$ cat config.mk
export PLATFORM = sky130hd
export DESIGN_NAME = pipeline_stall_watchdog_flat
export DESIGN_NICKNAME = d
export VERILOG_FILES = /design/src/rtl/core/pswd_pkg.sv /design/src/rtl/core/pswd_if.sv /design/src/rtl/core/pswd_stage.sv /design/src/rtl/core/pipeline_stall_watchdog.sv /design/src/flat_wrapper.sv
export SDC_FILE = /design/constraint.sdc
export NUM_CORES = 2
export LEC_CHECK = 0
export ABC_CLOCK_PERIOD_IN_PS = 7130
export BUFFER_PORTS_ARGS = -buffer_cell sky130_fd_sc_hd__clkbuf_2
export CORE_MARGIN = 2
export CORE_UTILIZATION = 49
export DETAILED_ROUTE_END_ITERATION = 16
export PLACE_DENSITY = 0.76
export SYNTH_ARGS = -nofsm -noshare
export SYNTH_HDL_FRONTEND = slang
export SYNTH_SLANG_ARGS = --single-unit
export TNS_END_PERCENT = 100
$ cat constraint.sdc
create_clock -name clk -period 7.13 [get_ports clk]
set_input_delay 2.139 -clock clk [delete_from_list [all_inputs] [get_ports clk]]
set_output_delay 2.139 -clock clk [all_outputs]
set_load 0.03 [all_outputs]
$ cat src/rtl/core/pswd_pkg.sv
`default_nettype none

package pswd_pkg;

  localparam int TIME_W  = 63;
  localparam int LIMIT_W = 8;
  localparam int SEC_W   = 12;
  localparam int NS_W    = 42;  // 3600 s in nanoseconds fits in 42 bits
  localparam int CFG_IDX_W  = 2;
  localparam int CFG_DATA_W = 12;

  localparam logic [NS_W-1:0] NS_PER_SEC = NS_W'(64'd1_000_000_000);

  localparam logic [LIMIT_W-1:0] IDLE_LIMIT_RST = LIMIT_W'(3);
  localparam logic [SEC_W-1:0]   COOLDOWN_RST   = SEC_W'(30);
  localparam logic [SEC_W-1:0]   FRESH_RST      = SEC_W'(10);

  typedef enum logic [1:0] {
    OP_IMAGE  = 2'd0,
    OP_INFER  = 2'd1,
    OP_DETECT = 2'd2,
    OP_CHECK  = 2'd3
  } op_t;

  typedef enum logic [CFG_IDX_W-1:0] {
    CFG_IDLE_LIMIT = 2'd0,
    CFG_COOLDOWN   = 2'd1,
    CFG_FRESH      = 2'd2
  } cfg_idx_t;

  // Per-stage update request for one event.
  typedef struct packed {
    logic rec_in;
    logic rec_out;
    logic check;
  } stage_cmd_t;

  // Thresholds shared by both stages.
  typedef struct packed {
    logic [LIMIT_W-1:0] idle_limit;
    logic [NS_W-1:0]    cool_ns;
    logic [NS_W-1:0]    fresh_ns;
  } stage_cfg_t;

endpackage

`default_nettype wire

$ cat src/rtl/core/pswd_if.sv
`default_nettype none

interface pswd_evt_if;
  logic                          valid;
  logic                          ready;
  logic [1:0]                    op;
  logic [pswd_pkg::TIME_W-1:0]   time_ns;

  modport source (output valid, output op, output time_ns, input ready);
  modport sink   (input valid, input op, input time_ns, output ready);
endinterface

interface pswd_res_if;
  logic valid;
  logic ready;
  logic reset_detector;
  logic reset_visualizer;

  modport source (output valid, output reset_detector, output reset_visualizer, input ready);
  modport sink   (input valid, input reset_detector, input reset_visualizer, output ready);
endinterface

`default_nettype wire

$ cat src/rtl/core/pswd_stage.sv
`default_nettype none

module pswd_stage (
  input  wire logic                        clk,
  input  wire logic                        rst,
  input  wire pswd_pkg::stage_cmd_t        cmd,
  input  wire pswd_pkg::stage_cfg_t        cfg,
  input  wire logic [pswd_pkg::TIME_W-1:0] now,
  output logic                             fire
);
  import pswd_pkg::*;

  logic [TIME_W-1:0]  in_time;
  logic [TIME_W-1:0]  out_time;
  logic [TIME_W-1:0]  rst_time;
  logic [LIMIT_W-1:0] count;

  logic signed [TIME_W:0] diff_in;
  logic signed [TIME_W:0] diff_rst;
  logic                   never_in;
  logic                   stale;
  logic                   out_newer;
  logic                   cooling;
  logic                   counted;
  logic [LIMIT_W:0]       count_inc;

  // Stored times are 63 bits, so a 64-bit signed difference never overflows.
  assign diff_in  = $signed({1'b0, now}) - $signed({1'b0, in_time});
  assign diff_rst = $signed({1'b0, now}) - $signed({1'b0, rst_time});

  assign never_in  = (in_time == '0);
  assign stale     = diff_in > $signed({{(TIME_W + 1 - NS_W){1'b0}}, cfg.fresh_ns});
  assign out_newer = (out_time != '0) && (out_time >= in_time);
  assign cooling   = (rst_time != '0) &&
                     (diff_rst < $signed({{(TIME_W + 1 - NS_W){1'b0}}, cfg.cool_ns}));

  assign counted   = cmd.check && !never_in && !stale && !out_newer && !cooling;
  assign count_inc = {1'b0, count} + (LIMIT_W + 1)'(1);
  assign fire      = counted && (count_inc >= {1'b0, cfg.idle_limit});

  always_ff @(posedge clk) begin
    if (rst) begin
      in_time  <= '0;
      out_time <= '0;
      rst_time <= '0;
      count    <= '0;
    end else begin
      if (cmd.rec_in) begin
        in_time <= now;
      end
      if (cmd.rec_out) begin
        out_time <= now;
        count    <= '0;
      end else if (counted) begin
        count <= fire ? '0 : count_inc[LIMIT_W-1:0];
      end
      if (fire) begin
        rst_time <= now;
      end
    end
  end

endmodule

`default_nettype wire

$ cat src/rtl/core/pipeline_stall_watchdog.sv
`default_nettype none

// Channel  Role    Payload                             Width
// evt      sink    op, time_ns                         2, 63
// res      source  reset_detector, reset_visualizer    1, 1
// cfg_*    write   cfg_index, cfg_data                 2, 12
//
// Each request is captured in an input register and evaluated from there once the
// result register can advance; the result register then loads both stage flags and
// offers the result. One request per cycle is taken while the result side is not stalled.
// Both stage checks run in parallel from the input register into the result register.
// A stalled result register holds the input register; the input side stays open
// while the input register is empty or moving. rst clears all times and counters
// and restores the register defaults.

module pipeline_stall_watchdog (
  input  wire logic                             clk,
  input  wire logic                             rst,
  pswd_evt_if.sink                              evt,
  pswd_res_if.source                            res,
  input  wire logic                             cfg_we,
  input  wire logic [pswd_pkg::CFG_IDX_W-1:0]   cfg_index,
  input  wire logic [pswd_pkg::CFG_DATA_W-1:0]  cfg_data
);
  import pswd_pkg::*;

  logic [LIMIT_W-1:0] idle_limit;
  logic [NS_W-1:0]    cool_ns;
  logic [NS_W-1:0]    fresh_ns;
  stage_cfg_t         scfg;

  logic              evt_vld;
  op_t               op_r;
  logic [TIME_W-1:0] time_r;
  logic              advance;
  logic              go;

  stage_cmd_t cmd_det;
  stage_cmd_t cmd_vis;
  logic       fire_det;
  logic       fire_vis;
  logic       res_vld;
  logic       res_det;
  logic       res_vis;

  function automatic logic [NS_W-1:0] sec_to_ns(logic [SEC_W-1:0] s);
    return NS_W'({{(NS_W - SEC_W){1'b0}}, s} * NS_PER_SEC);
  endfunction

  // Thresholds are kept in nanoseconds; the multiply sits on the write path.
  always_ff @(posedge clk) begin
    if (rst) begin
      idle_limit <= IDLE_LIMIT_RST;
      cool_ns    <= sec_to_ns(COOLDOWN_RST);
      fresh_ns   <= sec_to_ns(FRESH_RST);
    end else if (cfg_we) begin
      unique case (cfg_index)
        CFG_IDLE_LIMIT: idle_limit <= cfg_data[LIMIT_W-1:0];
        CFG_COOLDOWN:   cool_ns    <= sec_to_ns(cfg_data[SEC_W-1:0]);
        CFG_FRESH:      fresh_ns   <= sec_to_ns(cfg_data[SEC_W-1:0]);
        default: ;
      endcase
    end
  end

  assign scfg = {idle_limit, cool_ns, fresh_ns};

  assign advance   = !res_vld || res.ready;
  assign go        = evt_vld && advance;
  assign evt.ready = !evt_vld || advance;

  always_ff @(posedge clk) begin
    if (rst) begin
      evt_vld <= 1'b0;
    end else if (evt.valid && evt.ready) begin
      evt_vld <= 1'b1;
    end else if (advance) begin
      evt_vld <= 1'b0;
    end
  end

  always_ff @(posedge clk) begin
    if (evt.valid && evt.ready) begin
      op_r   <= op_t'(evt.op);
      time_r <= evt.time_ns;
    end
  end

  always_comb begin
    cmd_det = '0;
    cmd_vis = '0;
    if (go) begin
      unique case (op_r)
        OP_IMAGE: cmd_det.rec_in = 1'b1;
        OP_INFER: begin
          cmd_det.rec_out = 1'b1;
          cmd_vis.rec_in  = 1'b1;
        end
        OP_DETECT: cmd_vis.rec_out = 1'b1;
        OP_CHECK: begin
          cmd_det.check = 1'b1;
          cmd_vis.check = 1'b1;
        end
        default: ;
      endcase
    end
  end

  pswd_stage u_det (
    .clk  (clk),
    .rst  (rst),
    .cmd  (cmd_det),
    .cfg  (scfg),
    .now  (time_r),
    .fire (fire_det)
  );

  pswd_stage u_vis (
    .clk  (clk),
    .rst  (rst),
    .cmd  (cmd_vis),
    .cfg  (scfg),
    .now  (time_r),
    .fire (fire_vis)
  );

  always_ff @(posedge clk) begin
    if (rst) begin
      res_vld <= 1'b0;
    end else if (advance) begin
      res_vld <= evt_vld;
    end
  end

  always_ff @(posedge clk) begin
    if (go) begin
      res_det <= fire_det;
      res_vis <= fire_vis;
    end
  end

  assign res.valid            = res_vld;
  assign res.reset_detector   = res_det;
  assign res.reset_visualizer = res_vis;

  // A result only appears for a request held in the input register.
  a_res_from_req: assert property (@(posedge clk) disable iff (rst)
    $rose(res_vld) |-> $past(evt_vld))
    else $error("result raised without a pending request");

  // Only a check tick may request a stage reset.
  a_flags_on_check: assert property (@(posedge clk) disable iff (rst)
    go && (op_r != OP_CHECK) |=> !res_det && !res_vis)
    else $error("reset flag raised on a non-check event");

  // A blocked input register keeps its request.
  a_hold_on_stall: assert property (@(posedge clk) disable iff (rst)
    evt_vld && !advance |=> evt_vld && $stable(time_r) && $stable(op_r))
    else $error("pending request lost during stall");

endmodule

`default_nettype wire

$ cat src/flat_wrapper.sv
// flat-port wrapper written by rule: the top's interface ports become plain ports
module pipeline_stall_watchdog_flat import pswd_pkg::*;
  (clk, rst, cfg_we, cfg_index, cfg_data, evt_valid, evt_op, evt_time_ns, evt_ready, res_valid, res_reset_detector, res_reset_visualizer, res_ready);
  pswd_evt_if evt_i ();
  pswd_res_if res_i ();
  input  wire logic clk;
  input  wire logic rst;
  input  wire logic cfg_we;
  input  wire logic [pswd_pkg::CFG_IDX_W-1:0] cfg_index;
  input  wire logic [pswd_pkg::CFG_DATA_W-1:0] cfg_data;
  input wire logic [$bits(evt_i.valid)-1:0] evt_valid;
  input wire logic [$bits(evt_i.op)-1:0] evt_op;
  input wire logic [$bits(evt_i.time_ns)-1:0] evt_time_ns;
  output wire logic [$bits(evt_i.ready)-1:0] evt_ready;
  output wire logic [$bits(res_i.valid)-1:0] res_valid;
  output wire logic [$bits(res_i.reset_detector)-1:0] res_reset_detector;
  output wire logic [$bits(res_i.reset_visualizer)-1:0] res_reset_visualizer;
  input wire logic [$bits(res_i.ready)-1:0] res_ready;
  assign evt_i.valid = evt_valid;
  assign evt_i.op = evt_op;
  assign evt_i.time_ns = evt_time_ns;
  assign evt_ready = evt_i.ready;
  assign res_valid = res_i.valid;
  assign res_reset_detector = res_i.reset_detector;
  assign res_reset_visualizer = res_i.reset_visualizer;
  assign res_i.ready = res_ready;
  pipeline_stall_watchdog u_core (.clk(clk), .rst(rst), .evt(evt_i), .res(res_i), .cfg_we(cfg_we), .cfg_index(cfg_index), .cfg_data(cfg_data));
endmodule
==> results.json <==
{
  "grt_pass1_wl_um": 264000,
  "pin_count": 88,
  "syn-num-nets": 6709,
  "drt_wl_total_um": 176000,
  "synth_cell_types": 102,
  "synth_most_common_cell": "nand2_1",
  "grt_antenna_before_repair": 1,
  "route.met2.wl_um": 73900,
  "setup-violations-final": 0,
  "hold_ws_ns": 0.460,
  "placed_cells": 7423,
  "cp-end-kind": "register",
  "leakage_uw": 0.0217,
  "finalInstanceArea_um2": 51800,
  "synthArstFlopShare": 0,
  "worstSetupPathType": "register to register",
  "maxCapViolations": 2,
  "fillers": 8653,
  "grt_util_all_layers": 0.363,
  "cp_data_required_time_ns": 7.62,
  "synthFlopType": "dfxtp_1",
  "start_util": 0.494,
  "drt-pass1-iter-count": 8,
  "slew_viol_final": 2,
  "drt_iter0_drc": 4931,
  "ys_seq_area_frac": 0.224,
  "multi_input_area_um2": 32600,
  "tightest_slew_ns": 1.55,
  "hp-class": "register to register",
  "fmax_mhz": 142,
  "ys_top_cells_by_count": "nand2_1 (1021), a21oi_1 (656), ha_1 (618), inv_1 (510), dfxtp_1 (407)",
  "fp-row-count": 111,
  "final_hold_viol_count": 0,
  "synth_seq_cells": 474,
  "path_max_fanout": 31,
  "synth_top_cell_by_area": "dfxtp_1",
  "clock_latency_ns": 0.64,
  "vias_per_cell": 6.16,
  "worst_setup_path_start_kind": "register",
  "fin_cells": 7527,
  "hpwl_um": 144000,
  "die_area_um2": 95100,
  "io_buffers": 87,
  "drive_gt1_frac": 0.116,
  "avgSynthCellArea_um2": 7.68,
  "layout_min_cycle_time_ns": 7.03,
  "ir_worst_vdd_uv": 261,
  "fp.dieW_um": 308,
  "drc": 0,
  "tns_ns": 0,
  "cts.clk_slew.worst_paths_ns": 0.06,
  "regArea_um2": 10200,
  "worstPathArrival_ns": 7.53,
  "top_layer": "met5",
  "drtAntennaViolNets": 0,
  "syn2layout_area_growth_pct": 14.1,
  "cts.htree.levels": 2,
  "clkSinkCount": 474,
  "power_density_nw_per_um2": 221,
  "finalCritPeriodShare": 0.986,
  "synth_cells": 5914,
  "wl_per_cell_um": 23.4,
  "cts_buffers": 51,
  "synth_edf_count": 67,
  "clk_path_buf_depth": 3,
  "relSlewSlack": -0.0595,
  "routabilityCongestion": 1.09,
  "cts_hold_buf": 0,
  "fp.dieH_um": 308,
  "grt.overflow.total": 0,
  "syn-cell-area_um2": 45400,
  "cts_root_buf": "clkbuf_16",
  "clock_skew_ns": 0.0247,
  "failed_checks": "capacitance limit, slew limit",
  "status": "complete, but fails checks",
  "core_area_um2": 91800,
  "synth_top_area_frac": 0.179,
  "place_area_um2": 49600,
  "fin_nets": 7036,
  "grt_pass1_vias": 43900,
  "vias": 46300,
  "cts_tree": "yes",
  "routed-wl-met3_um": 17400,
  "grt_max_degree": 142,
  "ys.warnings.count": 0,
  "synth_area_leaders": "dfxtp_1 (18%), ha_1 (17%), nand2_1 (8.4%), a21oi_1 (7.2%), edfxtp_1 (4.4%)",
  "wl_met1_um": 71400
}
-- critical path, stage by stage (launching register included) --
cell	delay [ns]
edfxtp_1	0.54
ha_1	0.36
buf_4	0.17
a21o_1	0.18
a31oi_1	0.23
nor2b_1	0.18
a31oi_1	0.19
o41a_1	0.51
a21oi_1	0.28
o31ai_1	0.12
xor2_1	0.17
ha_1	0.34
nand4_1	0.14
nor3_2	0.42
nand4_1	0.25
nor4_1	0.42
a21oi_1	0.15
buf_4	0.19
or4_1	0.52
nand4bb_1	0.24
o31ai_1	0.27
buf_4	0.18
o41a_1	0.19
buf_12	0.15
nand2b_4	0.08
buf_12	0.19
mux2i_1	0.15
-- cells in the final DEF, fill, tap and decap left out, types with 17 or more instances in the layout --
cell type	n
a211o_1	17
a211oi_1	49
a21boi_0	22
a21o_1	124
a21oi_1	647
a221oi_1	17
a31oi_1	33
and2_1	27
and3_1	29
and4_1	18
buf_4	398
clkbuf_16	52
clkbuf_2	86
dfxtp_1	407
edfxtp_1	67
fa_1	93
ha_1	612
inv_1	510
mux2i_1	150
nand2_1	1020
nand2b_1	44
nand3_1	122
nand3b_1	18
nand4_1	135
nor2_1	300
nor2b_1	37
nor3_1	86
nor4_1	113
o211ai_1	55
o21a_1	50
o21ai_0	249
o21bai_1	40
o31ai_1	25
or2_2	26
or3_1	24
or4_1	19
xnor2_1	108
xor2_1	94
-- stage by stage --
stage / total power, uW / setup slack [ns] / util
after floorplan: 6400 / 0.0236 / -
after global placement: 8280 / -0.281 / 0.541
after detailed placement: 8360 / -0.351 / 0.541
after CTS: 11300 / 0.0177 / 0.561
after global routing: 12100 / -0.0155 / 0.564
final: 11400 / 0.0986 / 0.564
-- path summary, 6_finish.rpt --
kind	startpoint	slack (ns)	cells after the start	end
hold reg to reg	u_core.cool_ns[18]	0.46	2	u_core.cool_ns[18]
hold / removal	u_core.cool_ns[18]	0.46	2	u_core.cool_ns[18]
setup reg to reg	u_core.time_r[9]	0.1	26	u_core.u_det.rst_time[49]
setup / recovery	u_core.time_r[9]	0.1	26	u_core.u_det.rst_time[49]
-- sequential cells by signal (all words and copies together), names as in the netlist, 2 cells and up --
signal	flops
u_core.time_r	63
u_core.u_det.in_time	63
u_core.u_det.rst_time	63
u_core.u_vis.in_time	63
u_core.u_vis.out_time	63
u_core.u_vis.rst_time	63
u_core.cool_ns	33
u_core.fresh_ns	33
u_core.idle_limit	8
u_core.u_det.count	8
u_core.u_vis.count	8
u_core.op_r	2
-- metal layers --
layer	up-vias	GRT usage
met2	2156	0.553
li1	21800	-
met5	-	0
met4	2	0.230
met1	21900	0.464
met3	562	0.0823
-- timing repair --
| action | in CTS | in global routing |
|---|---|---|
| endpoints found under the setup margin | 134 | 145 |
| pin swaps | 0 | 14 |
| gates resized for setup | 3 | 67 |
| setup buffers | 3 | 5 |
| gates cloned | 0 | 0 |
-- kinds of logic after synthesis --
group | count (synthesis) | share of synthesized area
compound gates | 1547 | 0.212
xor+xnor | 202 | 0.0390
fa+ha+maj | 711 | 0.211
buf+inv | 738 | 0.0657
flops | 474 | 0.224
mux | 157 | 0.0348
simple gates | 2085 | 0.213
-- final cells by class --
cell class	count	share of cell area
inverter	512	0.0372
multi-input combinational	4702	0.630
antenna	1	0.0000483
clock inverter	35	0.00848
timing repair buffer	500	0.0720
sequential	474	0.196
tap	1243	0.0300
clock buffer	60	0.0267
-- where the power goes --
part | internal, uW | leakage (uW) | switching [uW]
Combinational | 2280 | 0.0169 | 3200
Clock | 1690 | 0.000887 | 1250
Sequential | 2840 | 0.00395 | 170
No activity file was read; power rests on OpenSTA's default activity.
